--- config.mk ---
export PLATFORM = sky130hd
export DESIGN_NAME = edge_run_height_width_scanner
export DESIGN_NICKNAME = d
export VERILOG_FILES = /design/src/rtl/core/erhw_pkg.sv /design/src/rtl/core/erhw_apb_regs.sv /design/src/rtl/core/erhw_core.sv /design/src/rtl/core/erhw_out_reg.sv /design/src/rtl/core/edge_run_height_width_scanner.sv
export VERILOG_INCLUDE_DIRS = /design/src /design/src/rtl/core
export SDC_FILE = /design/constraint.sdc
export NUM_CORES = 1
export LEC_CHECK = 0
export BUFFER_PORTS_ARGS = -buffer_cell sky130_fd_sc_hd__clkbuf_2
export CAP_MARGIN = 10
export CORE_ASPECT_RATIO = 0.7
export CORE_UTILIZATION = 55
export CTS_CLUSTER_SIZE = 40
export DETAILED_ROUTE_END_ITERATION = 7
export PLACE_DENSITY = 0.77
export SYNTH_ARGS = -nofsm -noshare
export SYNTH_HDL_FRONTEND = slang
export SYNTH_SLANG_ARGS = --single-unit
--- constraint.sdc ---
create_clock -name aclk -period 17.9 [get_ports aclk]
set_clock_uncertainty 0.1 [all_clocks]
set_input_delay 2.685 -clock aclk [delete_from_list [all_inputs] [get_ports aclk]]
set_output_delay 2.685 -clock aclk [all_outputs]
set_load 0.1 [all_outputs]
--- src/rtl/core/edge_run_height_width_scanner_defines.svh ---
// ----------------------------------------------------------------------------
// edge_run_height_width_scanner_defines
// Assertion macros used by the scanner core.
// ----------------------------------------------------------------------------
`ifndef EDGE_RUN_HEIGHT_WIDTH_SCANNER_DEFINES_SVH
`define EDGE_RUN_HEIGHT_WIDTH_SCANNER_DEFINES_SVH

// Same-cycle implication, disabled during reset
`define ERHW_ASSERT(label, clk, rstn, ante, cons, msg) \
    label: assert property (@(posedge clk) disable iff (!rstn) (ante) |-> (cons)) \
        else $error(msg);

// Next-cycle implication, disabled during reset
`define ERHW_ASSERT_NEXT(label, clk, rstn, ante, cons, msg) \
    label: assert property (@(posedge clk) disable iff (!rstn) (ante) |=> (cons)) \
        else $error(msg);

`endif

--- src/rtl/core/erhw_pkg.sv ---
`timescale 1ns / 1ps
// ----------------------------------------------------------------------------
// erhw_pkg
// Types, constants and helper functions of the edge run scanner.
// ----------------------------------------------------------------------------
package erhw_pkg;

    localparam int MAX_LINE        = 4096;
    localparam int WIDTH_FIELD_MAX = 4095;

    localparam int PIXEL_W  = 8;
    localparam int HEIGHT_W = 8;
    localparam int WIDTH_W  = 12;
    localparam int PADDR_W  = 3;

    // Saturation point of the width counter
    localparam logic [WIDTH_W-1:0] COUNT_LIMIT =
        WIDTH_W'((MAX_LINE - 1 < WIDTH_FIELD_MAX) ? (MAX_LINE - 1) : WIDTH_FIELD_MAX);

    localparam logic [PIXEL_W-1:0] THRESHOLD_RESET = 8'd10;

    // Register index taken from paddr[2]
    localparam logic REG_EDGE_THRESHOLD = 1'b0;

    typedef enum logic [1:0] {
        MODE_IDLE    = 2'd0,
        MODE_RAMP    = 2'd1,
        MODE_PLATEAU = 2'd2
    } mode_t;

    // Result handed from the core to the output register
    typedef struct packed {
        logic [HEIGHT_W-1:0] height;
        logic [WIDTH_W-1:0]  width;
        logic                falling;
    } result_t;

    // Decisions of the scan state machine for the datapath
    typedef struct packed {
        logic open_run;    // edge found, start a new run
        logic rise;        // direction of the new run is upward
        logic count_inc;   // pixel belongs to the run
        logic hold_prev;   // ramp ended on the previous pixel
        logic hold_last;   // line ended while on the ramp
        logic emit;        // run closes, send a result
    } ctrl_t;

    // Distance of v from base on the run's side (signed, 10 bit)
    function automatic logic signed [9:0] side_dist(
        input logic [PIXEL_W-1:0] base,
        input logic               fall,
        input logic [PIXEL_W-1:0] v
    );
        logic signed [9:0] b;
        logic signed [9:0] x;
        b = $signed({2'b00, base});
        x = $signed({2'b00, v});
        return fall ? (b - x) : (x - b);
    endfunction

    // Ramp height, clamped at zero
    function automatic logic [HEIGHT_W-1:0] ramp_height(
        input logic [PIXEL_W-1:0] base,
        input logic               fall,
        input logic [PIXEL_W-1:0] v
    );
        logic signed [9:0] d;
        d = side_dist(base, fall, v);
        return d[9] ? '0 : d[HEIGHT_W-1:0];
    endfunction

endpackage

--- src/rtl/core/erhw_apb_regs.sv ---
`timescale 1ns / 1ps
// ----------------------------------------------------------------------------
// erhw_apb_regs
// APB register file: holds the edge threshold.
// ----------------------------------------------------------------------------
module erhw_apb_regs (
    input  logic                          aclk,
    input  logic                          aresetn,
    input  logic                          psel,
    input  logic                          penable,
    input  logic                          pwrite,
    input  logic [erhw_pkg::PADDR_W-1:0]  paddr,
    input  logic [31:0]                   pwdata,
    output logic [31:0]                   prdata,
    output logic                          pready,
    output logic [erhw_pkg::PIXEL_W-1:0]  edge_threshold
);
    import erhw_pkg::*;

    logic [PIXEL_W-1:0] thr_reg;
    logic [PIXEL_W-1:0] thr_next;
    logic               wr_en;
    logic               sel_thr;

    assign pready  = 1'b1;
    assign sel_thr = (paddr[2] == REG_EDGE_THRESHOLD);
    assign wr_en   = psel & penable & pwrite & pready & sel_thr;

    // register write
    always_comb begin
        thr_next = thr_reg;
        if (wr_en) begin
            thr_next = pwdata[PIXEL_W-1:0];
        end
    end

    always_ff @(posedge aclk) begin
        if (!aresetn) begin
            thr_reg <= THRESHOLD_RESET;
        end else begin
            thr_reg <= thr_next;
        end
    end

    // read back; addresses with paddr[2] set read zero
    assign prdata = sel_thr ? {{(32-PIXEL_W){1'b0}}, thr_reg} : 32'd0;

    assign edge_threshold = thr_reg;

endmodule

--- src/rtl/core/erhw_core.sv ---
`timescale 1ns / 1ps
// ----------------------------------------------------------------------------
// erhw_core
// Input register, scan state machine and run datapath.
// ----------------------------------------------------------------------------
module erhw_core (
    input  logic                         aclk,
    input  logic                         aresetn,
    input  logic [erhw_pkg::PIXEL_W-1:0] edge_threshold,
    input  logic                         in_valid,
    output logic                         in_ready,
    input  logic [erhw_pkg::PIXEL_W-1:0] in_pixel,
    input  logic                         in_line_start,
    input  logic                         in_line_end,
    input  logic                         res_ready,
    output logic                         res_valid,
    output erhw_pkg::result_t            res
);
    import erhw_pkg::*;

    // input register
    logic               in_valid_reg, in_valid_next;
    logic [PIXEL_W-1:0] pixel_reg;
    logic               ls_reg;
    logic               le_reg;

    // scan state
    mode_t               mode_reg, mode_next;
    logic [PIXEL_W-1:0]  prev_reg, prev_next;
    logic [PIXEL_W-1:0]  base_reg, base_next;
    logic [HEIGHT_W-1:0] held_reg, held_next;
    logic [WIDTH_W-1:0]  count_reg, count_next;
    logic                fall_reg, fall_next;

    logic              adv;
    ctrl_t             ctrl;
    mode_t             mode_mid;
    logic signed [9:0] thr_s;
    logic              on_side;
    logic              up_edge;
    logic              dn_edge;
    logic              ramp_cont;

    assign adv      = in_valid_reg & res_ready;
    assign in_ready = ~in_valid_reg | adv;

    // input register load
    always_comb begin
        in_valid_next = in_valid_reg;
        if (in_ready) begin
            in_valid_next = in_valid;
        end
    end

    always_ff @(posedge aclk) begin
        if (!aresetn) begin
            in_valid_reg <= 1'b0;
        end else begin
            in_valid_reg <= in_valid_next;
        end
    end

    always_ff @(posedge aclk) begin
        if (in_ready && in_valid) begin
            pixel_reg <= in_pixel;
            ls_reg    <= in_line_start;
            le_reg    <= in_line_end;
        end
    end

    // compares
    assign thr_s     = $signed({2'b00, edge_threshold});
    assign on_side   = side_dist(base_reg, fall_reg, pixel_reg) > thr_s;
    assign up_edge   = side_dist(prev_reg, 1'b0, pixel_reg) > thr_s;
    assign dn_edge   = side_dist(prev_reg, 1'b1, pixel_reg) > thr_s;
    assign ramp_cont = fall_reg ? (pixel_reg < prev_reg) : (pixel_reg > prev_reg);

    // next state and control decisions
    always_comb begin
        ctrl     = '0;
        mode_mid = mode_reg;
        if (ls_reg) begin
            mode_mid = MODE_IDLE;
        end else begin
            case (mode_reg)
                MODE_RAMP: begin
                    if (ramp_cont) begin
                        ctrl.count_inc = 1'b1;
                    end else begin
                        ctrl.hold_prev = 1'b1;
                        if (on_side) begin
                            ctrl.count_inc = 1'b1;
                            mode_mid       = MODE_PLATEAU;
                        end else begin
                            ctrl.emit = 1'b1;
                            mode_mid  = MODE_IDLE;
                        end
                    end
                end
                MODE_PLATEAU: begin
                    if (on_side) begin
                        ctrl.count_inc = 1'b1;
                    end else begin
                        ctrl.emit = 1'b1;
                        mode_mid  = MODE_IDLE;
                    end
                end
                default: begin
                    mode_mid = MODE_IDLE;
                    if (up_edge || dn_edge) begin
                        ctrl.open_run = 1'b1;
                        ctrl.rise     = up_edge;
                        mode_mid      = MODE_RAMP;
                    end
                end
            endcase
        end

        // a run still open at line end is closed here
        mode_next = mode_mid;
        if (le_reg && !ls_reg && (mode_mid == MODE_RAMP || mode_mid == MODE_PLATEAU)) begin
            ctrl.hold_last = (mode_mid == MODE_RAMP);
            ctrl.emit      = 1'b1;
            mode_next      = MODE_IDLE;
        end
    end

    // datapath next values
    always_comb begin
        prev_next  = pixel_reg;
        base_next  = ctrl.open_run ? prev_reg : base_reg;
        fall_next  = ctrl.open_run ? ~ctrl.rise : fall_reg;

        count_next = count_reg;
        if (ctrl.open_run) begin
            count_next = WIDTH_W'(1);
        end else if (ctrl.count_inc && (count_reg < COUNT_LIMIT)) begin
            count_next = count_reg + WIDTH_W'(1);
        end

        held_next = held_reg;
        if (ctrl.hold_last) begin
            held_next = ramp_height(base_next, fall_next, pixel_reg);
        end else if (ctrl.hold_prev) begin
            held_next = ramp_height(base_reg, fall_reg, prev_reg);
        end
    end

    always_ff @(posedge aclk) begin
        if (!aresetn) begin
            mode_reg  <= MODE_IDLE;
            prev_reg  <= '0;
            base_reg  <= '0;
            held_reg  <= '0;
            count_reg <= '0;
            fall_reg  <= 1'b0;
        end else if (adv) begin
            mode_reg  <= mode_next;
            prev_reg  <= prev_next;
            base_reg  <= base_next;
            held_reg  <= held_next;
            count_reg <= count_next;
            fall_reg  <= fall_next;
        end
    end

    // result toward the output register
    assign res_valid   = adv & ctrl.emit;
    assign res.height  = held_next;
    assign res.width   = count_next;
    assign res.falling = fall_next;

    `include "edge_run_height_width_scanner_defines.svh"

    `ERHW_ASSERT(a_open_run_counted, aclk, aresetn, mode_reg != MODE_IDLE, count_reg != '0, "open run with zero width")
    `ERHW_ASSERT(a_result_width, aclk, aresetn, res_valid, res.width != '0, "result with zero width")
    `ERHW_ASSERT(a_count_limit, aclk, aresetn, 1'b1, count_reg <= COUNT_LIMIT, "width counter past limit")
    `ERHW_ASSERT_NEXT(a_line_bound_idle, aclk, aresetn, adv && (ls_reg || le_reg), mode_reg == MODE_IDLE, "run open across a line boundary")

endmodule

--- src/rtl/core/erhw_out_reg.sv ---
`timescale 1ns / 1ps
// ----------------------------------------------------------------------------
// erhw_out_reg
// Result register driving the master stream channel.
// ----------------------------------------------------------------------------
module erhw_out_reg (
    input  logic              aclk,
    input  logic              aresetn,
    input  logic              res_valid,
    input  erhw_pkg::result_t res,
    output logic              res_ready,
    output logic              m_tvalid,
    input  logic              m_tready,
    output logic [23:0]       m_tdata,   // [7:0] run_height, [19:8] run_width, zero pad
    output logic [0:0]        m_tuser    // [0] run_falling
);
    import erhw_pkg::*;

    logic    valid_reg, valid_next;
    result_t res_reg;

    // slot is free when empty or drained this cycle
    assign res_ready = ~valid_reg | m_tready;

    always_comb begin
        valid_next = valid_reg;
        if (res_valid) begin
            valid_next = 1'b1;
        end else if (m_tready) begin
            valid_next = 1'b0;
        end
    end

    always_ff @(posedge aclk) begin
        if (!aresetn) begin
            valid_reg <= 1'b0;
        end else begin
            valid_reg <= valid_next;
        end
    end

    always_ff @(posedge aclk) begin
        if (res_valid) begin
            res_reg <= res;
        end
    end

    assign m_tvalid = valid_reg;
    assign m_tdata  = {4'b0000, res_reg.width, res_reg.height};
    assign m_tuser  = res_reg.falling;

endmodule

--- src/rtl/core/edge_run_height_width_scanner.sv ---
`timescale 1ns / 1ps
// ----------------------------------------------------------------------------
// edge_run_height_width_scanner
// Measures height and width of grey-level edge runs along pixel lines.
// ----------------------------------------------------------------------------
// Usage:
//   Slave channel: one 8-bit pixel per transfer in s_tdata, s_tuser[0] set on
//   the first pixel of a line, s_tlast set on the last one.
//   Master channel: one transfer per closed run, m_tdata carries the run
//   height [7:0] and width [19:8], m_tuser[0] is set for a falling run.
//   A run still open at the end of a line is reported with that line's last
//   pixel; a run open when a new line starts is dropped.
//   APB: the edge threshold sits at address 0 (reset value 10). Write it only
//   while no pixels are in flight.
// Throughput and pipeline:
//   One pixel per cycle while the result register is free (empty or m_tready
//   high). The pixel that closes a run passes through the input register;
//   its result is then held in the result register that drives m_tvalid.
//   The per-pixel scan logic is a single compare-and-count step.
// Reset and stalls:
//   aresetn (synchronous) empties both registers and returns the scanner to
//   idle with a zero previous pixel. When m_tready is low the held result
//   stays put; one more pixel can be taken into the input register, then
//   s_tready drops until the result is taken.
// ----------------------------------------------------------------------------
module edge_run_height_width_scanner (
    input  logic                         aclk,
    input  logic                         aresetn,
    // slave stream
    input  logic                         s_tvalid,
    output logic                         s_tready,
    input  logic [7:0]                   s_tdata,   // [7:0] pixel
    input  logic [0:0]                   s_tuser,   // [0] line_start
    input  logic                         s_tlast,   // line_end
    // master stream
    output logic                         m_tvalid,
    input  logic                         m_tready,
    output logic [23:0]                  m_tdata,   // [7:0] run_height, [19:8] run_width
    output logic [0:0]                   m_tuser,   // [0] run_falling
    // APB configuration
    input  logic                         psel,
    input  logic                         penable,
    input  logic                         pwrite,
    input  logic [erhw_pkg::PADDR_W-1:0] paddr,
    input  logic [31:0]                  pwdata,
    output logic [31:0]                  prdata,
    output logic                         pready
);
    import erhw_pkg::*;

    logic [PIXEL_W-1:0] edge_threshold;
    logic               res_valid;
    logic               res_ready;
    result_t            res;

    erhw_apb_regs u_regs (
        .aclk           (aclk),
        .aresetn        (aresetn),
        .psel           (psel),
        .penable        (penable),
        .pwrite         (pwrite),
        .paddr          (paddr),
        .pwdata         (pwdata),
        .prdata         (prdata),
        .pready         (pready),
        .edge_threshold (edge_threshold)
    );

    erhw_core u_core (
        .aclk           (aclk),
        .aresetn        (aresetn),
        .edge_threshold (edge_threshold),
        .in_valid       (s_tvalid),
        .in_ready       (s_tready),
        .in_pixel       (s_tdata),
        .in_line_start  (s_tuser[0]),
        .in_line_end    (s_tlast),
        .res_ready      (res_ready),
        .res_valid      (res_valid),
        .res            (res)
    );

    erhw_out_reg u_out (
        .aclk      (aclk),
        .aresetn   (aresetn),
        .res_valid (res_valid),
        .res       (res),
        .res_ready (res_ready),
        .m_tvalid  (m_tvalid),
        .m_tready  (m_tready),
        .m_tdata   (m_tdata),
        .m_tuser   (m_tuser)
    );

endmodule
==> metrics.txt <==
vias per cell=~6.0; Total GRT Usage=0.277; Post-synth top flop=dfxtp_1; wire per inst=17.0 um; Max Slew Vio Count=0; RSZ-0062 raised after global routing=no; Hold Crit Class=reg -> reg; Num CTS Buffers=9; die height=~97 um; CP Buf/Inv Count=3; max reg flops=20; Post-DRT Antenna Nets=0; final wirelength=17500 um; die area=13300 um^2; Fmax=0.145 GHz; Avg Synthesized Cell Area=approximately 8.5 um^2; vias in the first global route=approximately 5500; largest net degree at the start of global routing=37; CP Launch Type=flip-flop; Worst-Margin Slew=roughly 0.89 ns; ant diodes=0; GPL Wtd Cong=roughly 0.97; Pwr per Cell Area=around 72 nW/um^2; share of cells above drive strength 1=0.121; Area after DPL=7310 um^2; Hold WS=0.357 ns; status=finished clean; max cap viols=0; Rel. slew slack=0.404; TritonCTS clock tree=built; CP endpoint kind=flip-flop; die width=between 100 and 150 um; Max stage delay on crit path=approximately 0.7 ns; Finish-stage setup viols=0; Worst Path Arrival=between 6 and 7 ns; H-tree level count=3; worst vdd ir=approximately 0.053 mV; final hold vios=0; first-pass GRT wire length=~28000 um; synthesized instance count=around 830; WP data required=approximately 18 ns; DR vias=~6000; Seq/Total Area, Yosys=0.271; Rows=34; Max Root-Sink Buffers=2; Initial Utilization=0.566; FF+latch count, synth=80; initial antenna violation count=0; core footprint=around 12000 um^2; clock-pin slew on the worst setup and hold paths=0.07 ns; clock tree root buffer cell=clkbuf_16; post-CTS setup buffer count=0; PortBufs=56; number of synthesized flops with an enable pin=31; Synth cell types=84; Nets=1015; most common cell after layout, fill and taps aside=ha_1; most frequent cells in the layout=ha_1, nand2_1, a21oi_1; drt first pass iters=5; area grow syn2layout=8.12%; CP most frequent cell=a21oi_1; post-CTS resize count=0; Finished Layout Cells=around 1000; critical path type=reg -> reg; FFs w/ async S/R, synth=0; Post-Synthesis Cell Area=between 7000 and 8000 um^2; Boundary Pins=between 100 and 150; Fillers=~1100; min cycle time layout=just under 7 ns; clk sinks=80; Total Negative Setup Slacks=0 ns; Top delay family on crit path=compound AO/OA/AOI/OAI gates; post-cts hold buffer count=0; CP Max Fanout=36; DRT iter0 DRCs=between 500 and 600; final worst slack=11.03 ns; # DRC=0; design area=between 7000 and 8000 um^2; leak pwr=roughly 3.1 nW; total gr overflow=0; Place WS=11.20 ns; slowest cell on the critical path=edfxtp_1; dpl hpwl=~13000 um; Inst Count DP=approximately 1000; final period utilization=0.384; clk_lat worst skew=between 0.3 and 0.4 ns; yosys warns=0
==> layer usage <==
metal | wire [um] | vias up | global-route usage
met2 | 6800 | 286 | 0.369
met4 | 184 | 0 | 0.0583
met1 | 8820 | 2896 | 0.441
met3 | 1730 | 15 | 0.0639
li1 | - | 2976 | -
met5 | 0 | - | 0
==> synth_stat cells, types with 3 or more instances <==
master / instances / area, um^2
and3_1: 9 / 56.3
o2bb2ai_1: 3 / 26.3
dfxtp_1: 49 / 981
nand2_1: 85 / 319
a211oi_1: 12 / 90.1
o221ai_1: 3 / 26.3
inv_1: 58 / 218
o21a_1: 9 / 67.6
nand2b_1: 7 / 43.8
edfxtp_1: 31 / 931
o21ai_1: 8 / 40.0
o21bai_1: 7 / 52.6
a2bb2oi_1: 8 / 70.1
o211ai_1: 6 / 45.0
a21o_1: 20 / 150
o21ai_0: 34 / 170
and2_1: 9 / 56.3
mux2i_1: 9 / 90.1
xor2_1: 12 / 105
ha_1: 90 / 1130
nand3b_1: 5 / 37.5
buf_6: 3 / 33.8
nand3_1: 16 / 80.1
a221o_1: 3 / 30.0
nor3_1: 8 / 40.0
a21oi_1: 73 / 365
nand4_1: 12 / 75.1
a211o_1: 4 / 35.0
nor2b_1: 11 / 68.8
a211oi_2: 3 / 37.5
o31ai_1: 7 / 52.6
a31oi_1: 14 / 87.6
buf_4: 32 / 240
o21ba_1: 3 / 30.0
xnor2_1: 24 / 210
fa_1: 8 / 160
buf_2: 6 / 30.0
clkbuf_1: 21 / 78.8
nor2_1: 49 / 184
a21oi_2: 3 / 26.3
==> path summary, 6_finish.rpt <==
path                            startpoint                  endpoint  slack, ns  cells after the start
setup / recovery       u_core.pixel_reg[1]          u_out.m_tdata[3]      11.03                     27
hold / removal    u_regs.edge_threshold[5]  u_regs.edge_threshold[5]       0.36                      2
setup reg to reg       u_core.pixel_reg[1]          u_out.m_tdata[3]      11.03                     27
hold reg to reg   u_regs.edge_threshold[5]  u_regs.edge_threshold[5]       0.36                      2
==> worst register-to-register path: stages, from the launching register on <==
cell       delay, ns
edfxtp_1        0.70
inv_1           0.33
ha_1            0.27
o21ai_0         0.25
a21oi_1         0.14
o21a_1          0.19
nor2_1          0.17
o21bai_1        0.09
a21oi_1         0.19
xnor2_1         0.14
ha_1            0.28
a211o_1         0.35
o311ai_2        0.45
a2bb2oi_2       0.16
buf_4           0.37
nor2_1          0.08
a21oi_1         0.18
inv_1           0.07
ha_1            0.36
nor2b_1         0.17
o21ai_0         0.31
a21oi_1         0.13
or3_1           0.32
a21oi_1         0.13
a21o_1          0.15
or2_1           0.23
a21oi_1         0.09
o21bai_1        0.19
==> layout make-up <==
| cell class | count | area, um^2 | area share |
|---|---|---|---|
| Clock buffer | 10 | 229 | 0.0300 |
| Clock inverter | 6 | 68.8 | 0.00902 |
| Inverter | 60 | 225 | 0.0295 |
| Multi-Input combinational cell | 651 | 4640 | 0.608 |
| Sequential cell | 80 | 1910 | 0.250 |
| Tap cell | 162 | 203 | 0.0266 |
| Timing Repair Buffer | 63 | 353 | 0.0462 |
==> cell families (layout without fill, tap and decap cells) <==
family,Yosys count,after routing,share of synthesized area
AO/OA/AOI/OAI,251,251,0.246
XOR/XNOR,36,36,0.0447
adder cells (fa/ha/maj),98,98,0.182
buffers and inverters,123,139,0.0867
flip-flops,80,80,0.271
multiplexers,11,11,0.0160
other,2,29,0.00106
AND/OR/NAND/NOR,226,226,0.152
==> metrics by stage <==
stage	power (W)	util
finish	0.000551	0.612
global placement	0.000358	0.586
global route	0.000574	0.612
CTS	0.000549	0.610
floorplan	0.000333	-
detailed placement	0.000360	0.586
==> report_power, final <==
part | switching [W] | leakage (nW) | total [W] | internal, W
combinational | 0.000112 | 2.30 | 0.000162 | 0.0000499
sequential | 0.00000587 | 0.699 | 0.000200 | 0.000194
clock | 0.0000804 | 0.143 | 0.000189 | 0.000109
(Power assumes the default switching activity.)
